===== config.mk =====
export PLATFORM = sky130hd
export DESIGN_NAME = load_cell_adc_reader_flat
export DESIGN_NICKNAME = d
export VERILOG_FILES = /design/src/hw/rtl/lcar_pkg.sv /design/src/hw/rtl/lcar_in_if.sv /design/src/hw/rtl/lcar_out_if.sv /design/src/hw/rtl/lcar_div.sv /design/src/hw/rtl/lcar_dp.sv /design/src/hw/rtl/lcar_ctrl.sv /design/src/hw/rtl/load_cell_adc_reader.sv /design/src/flat_wrapper.sv
export SDC_FILE = /design/constraint.sdc
export NUM_CORES = 1
export LEC_CHECK = 0
export BUFFER_PORTS_ARGS = -buffer_cell sky130_fd_sc_hd__buf_2
export CORE_MARGIN = 3
export CORE_UTILIZATION = 45
export DETAILED_ROUTE_END_ITERATION = 10
export GPL_TIMING_DRIVEN = 0
export SKIP_CTS_REPAIR_TIMING = 1
export SKIP_LAST_GASP = 1
export SLEW_MARGIN = 20
export SYNTH_ARGS = -nofsm -noshare
export SYNTH_HDL_FRONTEND = slang
export SYNTH_SLANG_ARGS = --single-unit

===== constraint.sdc =====
create_clock -name clk -period 8.2 [get_ports clk]
set_clock_uncertainty 0.05 [all_clocks]
set_input_delay 1.23 -clock clk [delete_from_list [all_inputs] [get_ports clk]]
set_output_delay 1.23 -clock clk [all_outputs]
set_load 0.005 [all_outputs]

===== src/hw/rtl/lcar_pkg.sv =====
// Shared constants, register indexes and controller/datapath command types.
package lcar_pkg;

    localparam int CODE_W     = 24;
    localparam int HALF_W     = 8;
    localparam int SPR_W      = 5;
    localparam int SDIV_W     = 16;
    localparam int PAUSE_W    = 32;
    localparam int WEIGHT_W   = 31;
    localparam int BITCNT_W   = 5;
    localparam int SCALE_W    = 7;
    localparam int CFG_IDX_W  = 2;
    localparam int CFG_DATA_W = 32;

    localparam int MAX_SAMPLES_DEF = 16;

    localparam logic [CODE_W-1:0]   SIGN_FLIP   = 24'h800000;
    localparam logic [BITCNT_W-1:0] CODE_BITS   = 5'd24;
    localparam logic [SCALE_W-1:0]  CENTI_SCALE = 7'd100;

    // configuration register indexes
    localparam logic [CFG_IDX_W-1:0] REG_HALF_BIT  = 2'd0;
    localparam logic [CFG_IDX_W-1:0] REG_SAMPLES   = 2'd1;
    localparam logic [CFG_IDX_W-1:0] REG_SCALE_DIV = 2'd2;
    localparam logic [CFG_IDX_W-1:0] REG_PAUSE     = 2'd3;

    localparam logic [HALF_W-1:0]  HALF_BIT_RST  = 8'd100;
    localparam logic [SPR_W-1:0]   SAMPLES_RST   = 5'd10;
    localparam logic [SDIV_W-1:0]  SCALE_DIV_RST = 16'd1300;
    localparam logic [PAUSE_W-1:0] PAUSE_RST     = 32'd0;

    typedef struct packed {
        logic step;         // a tick word is taken this cycle
        logic cnt_clear;    // start of a conversion
        logic cnt_adv;      // advance the half-period counter
        logic shift_in;     // shift data_pin into the code
        logic sample_add;   // conversion done, accumulate
        logic tare_load;
        logic div_start;
        logic pause_load;
        logic pause_dec;
        logic clock_level;
    } lcar_cmd_t;

    typedef struct packed {
        logic half_done;
        logic last_bit;
        logic reading_full;
        logic tare_taken;
        logic diff_pos;
        logic pause_last;
        logic pause_armed;
        logic div_done;
    } lcar_status_t;

endpackage


===== src/hw/rtl/lcar_in_if.sv =====
// Tick input channel: sampled converter data-out level.
interface lcar_in_if;
    logic valid;
    logic ready;
    logic data_pin;

    modport source (output valid, output data_pin, input ready);
    modport sink   (input valid, input data_pin, output ready);
endinterface


===== src/hw/rtl/lcar_out_if.sv =====
// Result channel: clock level, raw code and weight per tick.
interface lcar_out_if;
    logic                          valid;
    logic                          ready;
    logic                          clock_pin;
    logic                          raw_valid;
    logic [lcar_pkg::CODE_W-1:0]   raw_code;
    logic                          weight_valid;
    logic [lcar_pkg::WEIGHT_W-1:0] weight_centigrams;

    modport source (output valid, output clock_pin, output raw_valid, output raw_code,
                    output weight_valid, output weight_centigrams, input ready);
    modport sink   (input valid, input clock_pin, input raw_valid, input raw_code,
                    input weight_valid, input weight_centigrams, output ready);
endinterface


===== src/hw/rtl/lcar_div.sv =====
// Iterative unit: (a * 100) / (n * d), one quotient bit per cycle.
module lcar_div #(
    parameter int A_W = 28,
    parameter int N_W = 5
) (
    input  logic                                       clk,
    input  logic                                       rst_n,
    input  logic                                       start,
    input  logic [A_W-1:0]                             a,
    input  logic [N_W-1:0]                             n,
    input  logic [lcar_pkg::SDIV_W-1:0]                d,
    output logic                                       done,
    output logic [A_W+lcar_pkg::SCALE_W-1:0]           quo
);

    localparam int PROD_W = A_W + lcar_pkg::SCALE_W;
    localparam int DEN_W  = N_W + lcar_pkg::SDIV_W;
    localparam int CNT_W  = $clog2(PROD_W);

    localparam logic [1:0] ST_IDLE = 2'd0;
    localparam logic [1:0] ST_MUL  = 2'd1;
    localparam logic [1:0] ST_RUN  = 2'd2;

    logic [1:0]                  state_reg, state_next;
    logic [A_W-1:0]              a_reg;
    logic [N_W-1:0]              n_reg;
    logic [lcar_pkg::SDIV_W-1:0] d_reg;
    logic [DEN_W-1:0]            den_reg;
    logic [DEN_W-1:0]            rem_reg;
    logic [PROD_W-1:0]           quo_reg;
    logic [CNT_W-1:0]            cnt_reg;
    logic                        done_reg;

    logic [DEN_W:0]              rem_sh;
    logic [DEN_W:0]              trial;
    logic                        ge;

    always_comb
    begin
        rem_sh = {rem_reg, quo_reg[PROD_W-1]};
        trial  = rem_sh - {1'b0, den_reg};
        ge     = rem_sh >= {1'b0, den_reg};
    end

    always_comb
    begin
        state_next = state_reg;
        unique case (state_reg)
            ST_IDLE: if (start) state_next = ST_MUL;
            ST_MUL:  state_next = ST_RUN;
            ST_RUN:  if (cnt_reg == CNT_W'(PROD_W - 1)) state_next = ST_IDLE;
            default: state_next = ST_IDLE;
        endcase
    end

    always_ff @(posedge clk or negedge rst_n)
    begin
        if (!rst_n)
        begin
            state_reg <= ST_IDLE;
            done_reg  <= 1'b0;
        end
        else
        begin
            state_reg <= state_next;
            done_reg  <= (state_reg == ST_RUN) && (state_next == ST_IDLE);
        end
    end

    always_ff @(posedge clk)
    begin
        unique case (state_reg)
            ST_IDLE:
            begin
                if (start)
                begin
                    a_reg <= a;
                    n_reg <= n;
                    d_reg <= d;
                end
            end
            ST_MUL:
            begin
                quo_reg <= PROD_W'(a_reg) * PROD_W'(lcar_pkg::CENTI_SCALE);
                den_reg <= DEN_W'(n_reg) * DEN_W'(d_reg);
                rem_reg <= '0;
                cnt_reg <= '0;
            end
            ST_RUN:
            begin
                rem_reg <= ge ? trial[DEN_W-1:0] : rem_sh[DEN_W-1:0];
                quo_reg <= {quo_reg[PROD_W-2:0], ge};
                cnt_reg <= cnt_reg + CNT_W'(1);
            end
            default: ;
        endcase
    end

    assign done = done_reg;
    assign quo  = quo_reg;

endmodule


===== src/hw/rtl/lcar_dp.sv =====
// Datapath: config registers, bit timing counters, shift word, sums, tare, pause, output word.
module lcar_dp #(
    parameter int MAX_SAMPLES = lcar_pkg::MAX_SAMPLES_DEF
) (
    input  logic                              clk,
    input  logic                              rst_n,
    input  logic                              cfg_we,
    input  logic [lcar_pkg::CFG_IDX_W-1:0]    cfg_index,
    input  logic [lcar_pkg::CFG_DATA_W-1:0]   cfg_wdata,
    input  logic                              data_pin,
    input  lcar_pkg::lcar_cmd_t               cmd,
    output lcar_pkg::lcar_status_t            status,
    output logic                              clock_pin,
    output logic                              raw_valid,
    output logic [lcar_pkg::CODE_W-1:0]       raw_code,
    output logic                              weight_valid,
    output logic [lcar_pkg::WEIGHT_W-1:0]     weight_centigrams
);

    localparam int CODE_W = lcar_pkg::CODE_W;
    localparam int SUM_W  = CODE_W + $clog2(MAX_SAMPLES);
    localparam int N_W    = $clog2(MAX_SAMPLES + 1);
    localparam int CW     = (N_W > lcar_pkg::SPR_W) ? N_W : lcar_pkg::SPR_W;
    localparam int PROD_W = SUM_W + lcar_pkg::SCALE_W;

    logic [lcar_pkg::HALF_W-1:0]   half_bit_reg;
    logic [lcar_pkg::SPR_W-1:0]    samples_reg;
    logic [lcar_pkg::SDIV_W-1:0]   scale_div_reg;
    logic [lcar_pkg::PAUSE_W-1:0]  pause_ticks_reg;

    logic [lcar_pkg::HALF_W-1:0]   tick_reg;
    logic [lcar_pkg::BITCNT_W-1:0] bit_reg;
    logic [CODE_W-1:0]             shift_reg;
    logic [SUM_W-1:0]              sum_reg;
    logic [N_W-1:0]                count_reg;
    logic [SUM_W-1:0]              tare_reg;
    logic                          tare_taken_reg;
    logic [lcar_pkg::PAUSE_W-1:0]  pause_reg;

    logic                          clock_pin_reg;
    logic                          raw_valid_reg;
    logic [CODE_W-1:0]             raw_code_reg;
    logic                          weight_valid_reg;
    logic [lcar_pkg::WEIGHT_W-1:0] weight_reg;

    logic [lcar_pkg::HALF_W-1:0]   half_eff;
    logic [lcar_pkg::HALF_W-1:0]   tick_plus;
    logic [lcar_pkg::BITCNT_W-1:0] bit_plus;
    logic [CODE_W-1:0]             code;
    logic [SUM_W-1:0]              sum_new;
    logic [SUM_W-1:0]              diff;
    logic [CW-1:0]                 spr_x;
    logic [CW-1:0]                 max_x;
    logic [CW-1:0]                 n_clamp;
    logic [N_W-1:0]                n_eff;
    logic [N_W:0]                  count_plus;
    logic [lcar_pkg::SDIV_W-1:0]   div_eff;
    logic                          div_done;
    logic [PROD_W-1:0]             quo;

    always_comb
    begin
        half_eff   = (half_bit_reg == '0) ? lcar_pkg::HALF_W'(1) : half_bit_reg;
        tick_plus  = tick_reg + lcar_pkg::HALF_W'(1);
        bit_plus   = bit_reg + lcar_pkg::BITCNT_W'(1);
        code       = shift_reg ^ lcar_pkg::SIGN_FLIP;
        sum_new    = sum_reg + SUM_W'(code);
        diff       = sum_new - tare_reg;
        spr_x      = CW'(samples_reg);
        max_x      = CW'(MAX_SAMPLES);
        if (spr_x == '0)
            n_clamp = CW'(1);
        else if (spr_x > max_x)
            n_clamp = max_x;
        else
            n_clamp = spr_x;
        n_eff      = n_clamp[N_W-1:0];
        count_plus = {1'b0, count_reg} + (N_W+1)'(1);
        div_eff    = (scale_div_reg == '0) ? lcar_pkg::SDIV_W'(1) : scale_div_reg;
    end

    always_comb
    begin
        status.half_done    = (tick_plus >= half_eff) || (tick_plus == '0);
        status.last_bit     = bit_plus >= lcar_pkg::CODE_BITS;
        status.reading_full = count_plus >= {1'b0, n_eff};
        status.tare_taken   = tare_taken_reg;
        status.diff_pos     = sum_new > tare_reg;
        status.pause_last   = pause_reg <= lcar_pkg::PAUSE_W'(1);
        status.pause_armed  = pause_ticks_reg != '0;
        status.div_done     = div_done;
    end

    always_ff @(posedge clk or negedge rst_n)
    begin
        if (!rst_n)
        begin
            half_bit_reg    <= lcar_pkg::HALF_BIT_RST;
            samples_reg     <= lcar_pkg::SAMPLES_RST;
            scale_div_reg   <= lcar_pkg::SCALE_DIV_RST;
            pause_ticks_reg <= lcar_pkg::PAUSE_RST;
        end
        else if (cfg_we)
        begin
            unique case (cfg_index)
                lcar_pkg::REG_HALF_BIT:  half_bit_reg    <= cfg_wdata[lcar_pkg::HALF_W-1:0];
                lcar_pkg::REG_SAMPLES:   samples_reg     <= cfg_wdata[lcar_pkg::SPR_W-1:0];
                lcar_pkg::REG_SCALE_DIV: scale_div_reg   <= cfg_wdata[lcar_pkg::SDIV_W-1:0];
                lcar_pkg::REG_PAUSE:     pause_ticks_reg <= cfg_wdata[lcar_pkg::PAUSE_W-1:0];
                default: ;
            endcase
        end
    end

    always_ff @(posedge clk or negedge rst_n)
    begin
        if (!rst_n)
        begin
            tick_reg       <= '0;
            bit_reg        <= '0;
            shift_reg      <= '0;
            sum_reg        <= '0;
            count_reg      <= '0;
            tare_reg       <= '0;
            tare_taken_reg <= 1'b0;
            pause_reg      <= '0;
        end
        else
        begin
            if (cmd.cnt_clear)
            begin
                tick_reg  <= '0;
                bit_reg   <= '0;
                shift_reg <= '0;
            end
            else if (cmd.cnt_adv)
            begin
                tick_reg <= status.half_done ? '0 : tick_plus;
                if (cmd.shift_in)
                begin
                    shift_reg <= {shift_reg[CODE_W-2:0], data_pin};
                    bit_reg   <= bit_plus;
                end
            end

            if (cmd.sample_add)
            begin
                if (status.reading_full)
                begin
                    sum_reg   <= '0;
                    count_reg <= '0;
                end
                else
                begin
                    sum_reg   <= sum_new;
                    count_reg <= count_plus[N_W-1:0];
                end
            end

            if (cmd.tare_load)
            begin
                tare_reg       <= sum_new;
                tare_taken_reg <= 1'b1;
            end

            if (cmd.pause_load)
                pause_reg <= pause_ticks_reg;
            else if (cmd.pause_dec && (pause_reg != '0))
                pause_reg <= pause_reg - lcar_pkg::PAUSE_W'(1);
        end
    end

    // output word: loaded per tick, weight filled in when the divider finishes
    always_ff @(posedge clk)
    begin
        if (cmd.step)
        begin
            clock_pin_reg    <= cmd.clock_level;
            raw_valid_reg    <= cmd.sample_add;
            raw_code_reg     <= cmd.sample_add ? code : '0;
            weight_valid_reg <= 1'b0;
            weight_reg       <= '0;
        end
        else if (div_done)
        begin
            weight_valid_reg <= 1'b1;
            weight_reg       <= quo[lcar_pkg::WEIGHT_W-1:0];
        end
    end

    lcar_div #(
        .A_W (SUM_W),
        .N_W (N_W)
    ) u_div (
        .clk   (clk),
        .rst_n (rst_n),
        .start (cmd.div_start),
        .a     (diff),
        .n     (n_eff),
        .d     (div_eff),
        .done  (div_done),
        .quo   (quo)
    );

    assign clock_pin         = clock_pin_reg;
    assign raw_valid         = raw_valid_reg;
    assign raw_code          = raw_code_reg;
    assign weight_valid      = weight_valid_reg;
    assign weight_centigrams = weight_reg;

endmodule


===== src/hw/rtl/lcar_ctrl.sv =====
// Controller: converter phase sequencer and word handshake.
module lcar_ctrl (
    input  logic                   clk,
    input  logic                   rst_n,
    input  logic                   in_valid,
    output logic                   in_ready,
    input  logic                   data_pin,
    output logic                   out_valid,
    input  logic                   out_ready,
    input  lcar_pkg::lcar_status_t status,
    output lcar_pkg::lcar_cmd_t    cmd
);

    localparam logic [2:0] PH_WAIT     = 3'd0;
    localparam logic [2:0] PH_HIGH     = 3'd1;
    localparam logic [2:0] PH_LOW      = 3'd2;
    localparam logic [2:0] PH_P25_HIGH = 3'd3;
    localparam logic [2:0] PH_P25_LOW  = 3'd4;
    localparam logic [2:0] PH_PAUSE    = 3'd5;

    localparam logic CS_RUN = 1'b0;
    localparam logic CS_DIV = 1'b1;

    logic [2:0] phase_reg, phase_next;
    logic       cs_reg, cs_next;
    logic       out_valid_reg, out_valid_next;
    logic       accept;

    assign in_ready = (cs_reg == CS_RUN) && (!out_valid_reg || out_ready);
    assign accept   = in_valid && in_ready;

    always_comb
    begin
        cmd             = '0;
        cmd.clock_level = (phase_reg == PH_HIGH) || (phase_reg == PH_P25_HIGH);
        phase_next      = phase_reg;
        if (accept)
        begin
            cmd.step = 1'b1;
            unique case (phase_reg)
                PH_WAIT:
                begin
                    if (!data_pin)
                    begin
                        cmd.cnt_clear = 1'b1;
                        phase_next    = PH_HIGH;
                    end
                end
                PH_HIGH:
                begin
                    cmd.cnt_adv = 1'b1;
                    if (status.half_done) phase_next = PH_LOW;
                end
                PH_LOW:
                begin
                    cmd.cnt_adv = 1'b1;
                    if (status.half_done)
                    begin
                        cmd.shift_in = 1'b1;
                        phase_next   = status.last_bit ? PH_P25_HIGH : PH_HIGH;
                    end
                end
                PH_P25_HIGH:
                begin
                    cmd.cnt_adv = 1'b1;
                    if (status.half_done) phase_next = PH_P25_LOW;
                end
                PH_P25_LOW:
                begin
                    cmd.cnt_adv = 1'b1;
                    if (status.half_done)
                    begin
                        cmd.sample_add = 1'b1;
                        phase_next     = PH_WAIT;
                        if (status.reading_full)
                        begin
                            if (!status.tare_taken)
                                cmd.tare_load = 1'b1;
                            else
                            begin
                                cmd.div_start = status.diff_pos;
                                if (status.pause_armed)
                                begin
                                    cmd.pause_load = 1'b1;
                                    phase_next     = PH_PAUSE;
                                end
                            end
                        end
                    end
                end
                PH_PAUSE:
                begin
                    cmd.pause_dec = 1'b1;
                    if (status.pause_last) phase_next = PH_WAIT;
                end
                default: phase_next = PH_WAIT;
            endcase
        end
    end

    always_comb
    begin
        cs_next        = cs_reg;
        out_valid_next = out_valid_reg;
        priority if (accept)
        begin
            // a positive weight holds the word back until the quotient is in
            out_valid_next = !cmd.div_start;
            cs_next        = cmd.div_start ? CS_DIV : CS_RUN;
        end
        else if ((cs_reg == CS_DIV) && status.div_done)
        begin
            out_valid_next = 1'b1;
            cs_next        = CS_RUN;
        end
        else if (out_valid_reg && out_ready)
            out_valid_next = 1'b0;
    end

    always_ff @(posedge clk or negedge rst_n)
    begin
        if (!rst_n)
        begin
            phase_reg     <= PH_WAIT;
            cs_reg        <= CS_RUN;
            out_valid_reg <= 1'b0;
        end
        else
        begin
            phase_reg     <= phase_next;
            cs_reg        <= cs_next;
            out_valid_reg <= out_valid_next;
        end
    end

    assign out_valid = out_valid_reg;

endmodule


===== src/hw/rtl/load_cell_adc_reader.sv =====
// Load-cell converter reader: each input word is one timer tick carrying the sampled
// data-out pin, and each tick returns one output word with the serial clock level, the
// raw code when a 24-bit conversion ends and, after the tare reading, the weight in
// hundredths of a gram when a reading with a positive weight ends. A tick's word is
// registered and appears in the cycle after the tick is taken, except for a tick that
// closes a reading with a positive weight: the weight goes through an iterative divider
// (a multiply step, then one quotient bit per cycle), and that tick's word appears once
// the quotient is in. No tick is taken while that division runs. The input takes a new
// tick while the previous output word is being taken. Configuration registers are written
// through cfg_we / cfg_index / cfg_wdata and should be changed only between ticks.
module load_cell_adc_reader #(
    parameter int MAX_SAMPLES = lcar_pkg::MAX_SAMPLES_DEF
) (
    input  logic                            clk,
    input  logic                            rst_n,
    input  logic                            cfg_we,
    input  logic [lcar_pkg::CFG_IDX_W-1:0]  cfg_index,
    input  logic [lcar_pkg::CFG_DATA_W-1:0] cfg_wdata,
    lcar_in_if.sink                         sample_in,
    lcar_out_if.source                      result_out
);

    lcar_pkg::lcar_cmd_t    cmd;
    lcar_pkg::lcar_status_t status;

    lcar_ctrl u_ctrl (
        .clk       (clk),
        .rst_n     (rst_n),
        .in_valid  (sample_in.valid),
        .in_ready  (sample_in.ready),
        .data_pin  (sample_in.data_pin),
        .out_valid (result_out.valid),
        .out_ready (result_out.ready),
        .status    (status),
        .cmd       (cmd)
    );

    lcar_dp #(
        .MAX_SAMPLES (MAX_SAMPLES)
    ) u_dp (
        .clk               (clk),
        .rst_n             (rst_n),
        .cfg_we            (cfg_we),
        .cfg_index         (cfg_index),
        .cfg_wdata         (cfg_wdata),
        .data_pin          (sample_in.data_pin),
        .cmd               (cmd),
        .status            (status),
        .clock_pin         (result_out.clock_pin),
        .raw_valid         (result_out.raw_valid),
        .raw_code          (result_out.raw_code),
        .weight_valid      (result_out.weight_valid),
        .weight_centigrams (result_out.weight_centigrams)
    );

endmodule

===== src/flat_wrapper.sv =====
// flat-port wrapper written by rule: the top's interface ports become plain ports
module load_cell_adc_reader_flat 
#(
    parameter int MAX_SAMPLES = lcar_pkg::MAX_SAMPLES_DEF
)
  (clk, rst_n, cfg_we, cfg_index, cfg_wdata, sample_in_valid, sample_in_data_pin, sample_in_ready, result_out_valid, result_out_clock_pin, result_out_raw_valid, result_out_raw_code, result_out_weight_valid, result_out_weight_centigrams, result_out_ready);
  lcar_in_if sample_in_i ();
  lcar_out_if result_out_i ();
  input  logic clk;
  input  logic rst_n;
  input  logic cfg_we;
  input  logic [lcar_pkg::CFG_IDX_W-1:0] cfg_index;
  input  logic [lcar_pkg::CFG_DATA_W-1:0] cfg_wdata;
  input wire logic [$bits(sample_in_i.valid)-1:0] sample_in_valid;
  input wire logic [$bits(sample_in_i.data_pin)-1:0] sample_in_data_pin;
  output wire logic [$bits(sample_in_i.ready)-1:0] sample_in_ready;
  output wire logic [$bits(result_out_i.valid)-1:0] result_out_valid;
  output wire logic [$bits(result_out_i.clock_pin)-1:0] result_out_clock_pin;
  output wire logic [$bits(result_out_i.raw_valid)-1:0] result_out_raw_valid;
  output wire logic [$bits(result_out_i.raw_code)-1:0] result_out_raw_code;
  output wire logic [$bits(result_out_i.weight_valid)-1:0] result_out_weight_valid;
  output wire logic [$bits(result_out_i.weight_centigrams)-1:0] result_out_weight_centigrams;
  input wire logic [$bits(result_out_i.ready)-1:0] result_out_ready;
  assign sample_in_i.valid = sample_in_valid;
  assign sample_in_i.data_pin = sample_in_data_pin;
  assign sample_in_ready = sample_in_i.ready;
  assign result_out_valid = result_out_i.valid;
  assign result_out_clock_pin = result_out_i.clock_pin;
  assign result_out_raw_valid = result_out_i.raw_valid;
  assign result_out_raw_code = result_out_i.raw_code;
  assign result_out_weight_valid = result_out_i.weight_valid;
  assign result_out_weight_centigrams = result_out_i.weight_centigrams;
  assign result_out_i.ready = result_out_ready;
  load_cell_adc_reader #(.MAX_SAMPLES(MAX_SAMPLES)) u_core (.clk(clk), .rst_n(rst_n), .cfg_we(cfg_we), .cfg_index(cfg_index), .cfg_wdata(cfg_wdata), .sample_in(sample_in_i), .result_out(result_out_i));
endmodule

Yosys cells after proc, flatten, opt, wreduce, memory -nomap -nowiden
Cells that the tools add are included.
{"block": "word_totals", "register_bits": 390, "input_bits": 40, "output_inout_bits": 60, "elab_cells": 153}
{"block": "classes", "n_addsub": 8, "multipliers": 2, "n_lt_le_gt_ge": 7, "eq_ne": 17, "n_mux": 53, "bitwise": 2, "reduce_logical": 35}
{"operator": "$mux W24", "n": 3}
{"operator": "$pmux W35 S2", "n": 1}
{"operator": "$mux W32", "n": 2}
{"operator": "$reduce_bool A32 Y1", "n": 2}
{"operator": "$pmux W21 S2", "n": 1}
{"operator": "$mul A28 B5 Y33 const B", "n": 1}
{"operator": "$le A32 B1 Y1 const B", "n": 1}
{"operator": "$mux W8", "n": 4}
{"operator": "$sub A32 B1 Y32 const B", "n": 1}
{"operator": "$mux W3", "n": 10}
{"operator": "$mux W5", "n": 6}
{"operator": "$add A28 B24 Y28", "n": 1}
{"operator": "$gt A28 B28 Y1", "n": 1}
{"operator": "$mux W28", "n": 1}
{"operator": "$sub A28 B28 Y28", "n": 1}
{"operator": "$ge A22 B21 Y1", "n": 1}
{"operator": "$mul A5 B16 Y21", "n": 1}
{"operator": "$mux W21", "n": 1}
{"operator": "$sub A21 B21 Y21", "n": 1}
{"operator": "$pmux W3 S6", "n": 1}
{"operator": "$logic_not A16 Y1", "n": 1}
{"operator": "$logic_not A8 Y1", "n": 2}
{"operator": "$mux W1", "n": 14}
{"operator": "$pmux W6 S2", "n": 1}
{"operator": "other kinds (32)", "n": 65}

Logic depth before layout (Yosys ltp)
{"block": "depth", "depth_word": 12, "depth_mapped": 20, "mapped_depth_nobuf": 19}

By module
Synthesis repeated with hierarchy kept, for this count alone.
{"block": "hier_totals", "cells_unflattened": 2676, "area_unflattened_um2": 26162.6}
{"module": "lcar_dp", "n_inst": 1, "cells_per_inst": 1402, "area_each_um2": 13842.0, "seq_area_each_um2": 6237.2}
{"module": "lcar_div", "n_inst": 1, "cells_per_inst": 1224, "area_each_um2": 11905.2, "seq_area_each_um2": 4038.9}
{"module": "lcar_ctrl", "n_inst": 1, "cells_per_inst": 50, "area_each_um2": 415.4, "seq_area_each_um2": 125.1}

Worst setup path before layout
Ideal clock, no wire load.
{"block": "synth_path", "path_type": "reg2reg", "start": "reg u_core.u_dp.shift_reg[0]", "end": "reg u_core.u_dp.u_div.a_reg[0], enable pin", "setup_time_ns": 0.411, "t_arrival_ns": 5.107, "t_required_ns": 7.739, "path_slack_ns": 2.632, "path_stages_with_launch": 18, "n_path_buf": 0, "period_less_slack_ns": 5.568, "cell_sequence": "dfrtp_1 ha_1 inv_1 fa_1 nor2b_1 o31a_1 o41a_1 o21ai_0 o21bai_1 a21oi_1 xnor2_1 ha_1 nand4_1 o41ai_1 o31ai_1 o221a_2 nor3_2 and2_1"}
{"block": "synth_via", "elab_chain_len": 8}
{"element": "from (decl)", "line_no": "lcar_dp.sv:33", "rtl": "logic [CODE_W-1:0] shift_reg;"}
{"element": "from (signal assigned)", "line_no": "lcar_dp.sv:141", "rtl": "shift_reg <= {shift_reg[CODE_W-2:0], data_pin};"}
{"element": "$add A28 B24 Y28", "line_no": "lcar_dp.sv:67", "rtl": "sum_new = sum_reg + SUM_W'(code);"}
{"element": "named net u_core.u_dp.sum_new[12]", "line_no": "lcar_dp.sv:50", "rtl": "logic [SUM_W-1:0] sum_new;"}
{"element": "$gt A28 B28 Y1", "line_no": "lcar_dp.sv:88", "rtl": "status.diff_pos = sum_new > tare_reg;"}
{"element": "$mux W2", "line_no": "lcar_ctrl.sv:77", "rtl": "if (!status.tare_taken)"}
{"element": "$mux W3", "line_no": "lcar_ctrl.sv:75", "rtl": "if (status.reading_full)"}
{"element": "$mux W4", "line_no": "lcar_ctrl.sv:71", "rtl": "if (status.half_done)"}
{"element": "$mux W4", "line_no": "lcar_ctrl.sv:40", "rtl": "unique case (phase_reg)"}
{"element": "$mux W9", "line_no": "lcar_ctrl.sv:37", "rtl": "if (accept)"}
{"element": "$reduce_and A2 Y1 (no source line)"}
{"element": "to (signal assigned)", "line_no": "lcar_div.sv:77", "rtl": "a_reg <= a;"}
{"element": "to (decl)", "line_no": "lcar_div.sv:25", "rtl": "logic [A_W-1:0] a_reg;"}
The timed path passes the listed nets, and every way through them passes these cells.
A chain may end at the register's enable or synchronous reset.

Final worst setup path
{"block": "layout_path", "start": "reg u_core.u_dp.shift_reg[0]", "end": "reg u_core.u_dp.u_div.a_reg[2], enable pin"}
Same word-level chain as after synthesis.

==> run_results.csv <==
group,metric,value,unit
critical_path,cp.depth,18,
synthesis,synth_edf_count,158,
timing,rsz0062_at_grt,"no",
synthesis,ys_types,87,
timing,slew_viol_final,0,
cts,cts.clk_slew.worst_paths,0.06,ns
drt,drc,0,
critical_path,crit_type,"reg2reg",
timing,setup_viol,0,
critical_path,r2r_cells,18,
global_route,grt_pass1_vias,18419,
placement,place_congestion,0.8520,
floorplanning,dieArea,0.05883,mm2
cts,cts_sinks,390,
cts,cts_buffers,42,
synthesis,syn_inst,2497,
drt,vias,18307,
critical_path,crit_arrival,6.47,ns
cells_and_area,drive_gt1_share,12.06,%
synthesis,ys_seq_elements,390,
power,p_switching,0.001642,W
synthesis,ys_seq_area_share,41.31,%
timing,finalHoldViolations,0,
placement,numPlacedInstances,3349,
critical_path,cp_data_required_time,8.41,ns
timing,finalCritPeriodShare,76.28,%
critical_path,critPathSlowestCell,"o41ai_1",
critical_path,cp_cell_sequence,"ha_1, inv_1, fa_1, nor2b_1, o31a_1, o41a_1, o211ai_2, a21boi_0, nor2_1, ha_1, clkbuf_1, nand2_1, o41ai_1, o31ai_1, o221a_2, nor3_2, and2_2, buf_16",
cells_and_area,final_nets,2970,
cells_and_area,antenna_cells,0,
floorplanning,start_util,45.61,%
synthesis,synth_area_leader_cell,"dfrtp_1",
synthesis,ys_top_cells_by_area,"dfrtp_1 19%, edfxtp_1 19%, ha_1 11%, fa_1 5.4%, inv_1 3.9%",
floorplanning,std_cell_rows,86,
synthesis,synthMostInstantiatedCell,"inv_1",
critical_path,cp_common_cell,"ha_1",
drt,wl_per_cell,16.50,um
cells_and_area,fillers,5045,
floorplanning,io_pins,100,
synthesis,avgSynthCellArea,10.08,um2
power,p_leak,12.88,nW
run_status,status,"complete, no violations",
power,p_per_area,196.0,mW/mm2
synthesis,ys_warn_count,0,
cts,root_buffer,"clkbuf_16",
job,drv_cap,0,
global_route,grt_use_total,19.29,%
critical_path,end_kind,"flip-flop",
synthesis,synth_top_area_share,18.98,%
cells_and_area,largest_reg_flops,35,
cts,htreeDepth,2,
placement,portBuffers,99,
timing,maxSlewHeadroom,34.67,%
critical_path,crit_fanout,28,
synthesis,ys.flop_type,"dfrtp_1",
critical_path,max_stage_delay,0.67,ns
timing,finalCriticalPeriod,6.255,ns
synthesis,synth.cell_area,0.02518,mm2
timing,worstMarginPinSlew,0.9663,ns
hold_path,min_to,"u_core.u_dp.weight_valid$_SDFFE_PP0P_",
global_route,grt_start_max_net_pins,91,
drt,vias_per_cell,5.342,
drt,firstDrtPassIters,5,
power,intPower,0.003885,W
hold_path,holdCritStartpoint,"u_core.u_dp.weight_valid$_SDFFE_PP0P_",
synthesis,ys_async_sr_fraction,51.28,%
timing,finalSetupTns,0,ns
cells_and_area,final_cells,3427,
critical_path,crit_buf_inv,3,
timing,holdWs,0.4186,ns
floorplanning,core,0.05520,mm2
critical_path,cpLargestDelayFamily,"compound AO/OA/AOI/OAI gates",
floorplanning,die_w,242.5,um
critical_path,reg2reg_slack,1.94,ns
power,seq_power_share,43.9,%
synthesis,syn-num-nets,2821,
hold_path,whs_path_depth,2,
drt,first_iter_violations,889,
drt,wl,56540,um
hold_path,hold_class,"reg2reg",
power,clockPowerShare,35.2,%
power,pwr-share-comb,20.9,%
cts,cts_buffer_depth,3,
cells_and_area,area_delta_synth_final,11.98,%
cts,clkLatencyLatePin,0.57,ns
critical_path,r2r_start,"u_core.u_dp.shift_reg[0]$_DFFE_PN0P_",
power,ir_drop,0.0001658,V
placement,post-dp-hpwl,43540,um
cts,cts_tree,"built",
global_route,overflow,0,
floorplanning,dieHeight,242.5,um
power,switching_share,29.72,%
critical_path,start_kind,"flip-flop",
cells_and_area,seqCellArea,0.01040,mm2
cells_and_area,multi_input_area,0.01344,mm2
global_route,grt_pass1_wl,94460,um
critical_path,r2r-end,"u_core.u_dp.u_div.a_reg[2]$_DFFE_PP_",
synthesis,synth_common_cells,"264 x inv_1, 229 x nand2_1, 216 x ha_1, 191 x dfrtp_1, 164 x nor2_1",
timing,max_freq,0.1599,GHz
drt,ant_nets,0,
global_route,antenna_found_initial,0,
-- power groups by stage --
stage / registers [W] / clock network [W] / logic (W)
2_1_floorplan: 0.00241 / 0 / 0.000861
3_3_place_gp: 0.00245 / 0 / 0.00111
3_5_place_dp: 0.00246 / 0 / 0.00115
4_1_cts: 0.00242 / 0.00202 / 0.00116
5_1_grt: 0.00245 / 0.00209 / 0.00130
6_report: 0.00243 / 0.00195 / 0.00115
-- tightest hold or removal path: cells and delay by family, from the launching register on --
family	cells	cell delay (ns)
flip-flops	1	0.33
AND/OR/NAND/NOR	2	0.10
-- cell type report --
class / count / area share [%]
flip-flops and latches: 390 / 36.89
clock inverters: 23 / 0.7101
inverters: 265 / 3.528
well taps: 748 / 3.320
clock buffers: 54 / 4.331
multi-input cells: 1756 / 47.68
plain buffers: 86 / 1.256
repair buffers: 105 / 2.281
-- cell usage in the layout (no fill, tap or decap), drive strengths merged, types with 76 or more instances in the layout --
cell type / synthesis / layout
inv: 265 / 269
nand2: 231 / 231
ha: 216 / 216
dfrtp: 191 / 191
nor2: 165 / 165
edfxtp: 158 / 158
o21ai: 139 / 139
buf: 23 / 128
clkbuf: 63 / 117
a21oi: 110 / 110
mux2: 85 / 85
and2: 76 / 76
-- worst max path at each step --
stage	from	endpoint	slack (ns)
floorplan	u_core.u_dp.shift_reg[0]$_DFFE_PN0P_	u_core.u_dp.u_div.a_reg[0]$_DFFE_PP_	2.63
global placement	u_core.u_dp.shift_reg[0]$_DFFE_PN0P_	u_core.u_dp.u_div.a_reg[4]$_DFFE_PP_	1.32
detailed placement	u_core.u_dp.shift_reg[0]$_DFFE_PN0P_	u_core.u_dp.u_div.a_reg[3]$_DFFE_PP_	2.12
CTS	u_core.u_dp.shift_reg[0]$_DFFE_PN0P_	u_core.u_dp.u_div.a_reg[3]$_DFFE_PP_	2.09
global route	u_core.u_dp.shift_reg[0]$_DFFE_PN0P_	u_core.u_dp.u_div.a_reg[3]$_DFFE_PP_	1.46
finish	u_core.u_dp.shift_reg[0]$_DFFE_PN0P_	u_core.u_dp.u_div.a_reg[2]$_DFFE_PP_	1.94
-- routing by layer --
layer	global-route usage, %	wire length, um	part of all wire, %
met1	26.73	27110	48
met2	32.03	26150	46
met3	2.822	2211	3.9
met4	4.508	1071	1.9
met5	0	0	0
-- per-stage QoR --
stage | total power (W) | utilization (%) | setup WS, ns | area (um2)
6_report | 0.005527 | 51.07 | 1.945 | 28190
5_1_grt | 0.005835 | 51.07 | 1.461 | 28190
4_1_cts | 0.005593 | 51.06 | 2.095 | 28190
3_5_place_dp | 0.003608 | 48.49 | 2.117 | 26760
3_3_place_gp | 0.003559 | 48.20 | 1.324 | 26610
2_1_floorplan | 0.003268 | - | 2.632 | 25180
-- kinds of logic after synthesis --
kind of cell             synth area share (%)
AND/OR/NAND/NOR                         13.91
adder cells (fa/ha/maj)                 16.14
XOR/XNOR                                3.792
buffers and inverters                   5.352
multiplexers                            5.630
flip-flops                              41.31
AO/OA/AOI/OAI                           13.86
Note: power is estimated with default switching activity, not from simulation.
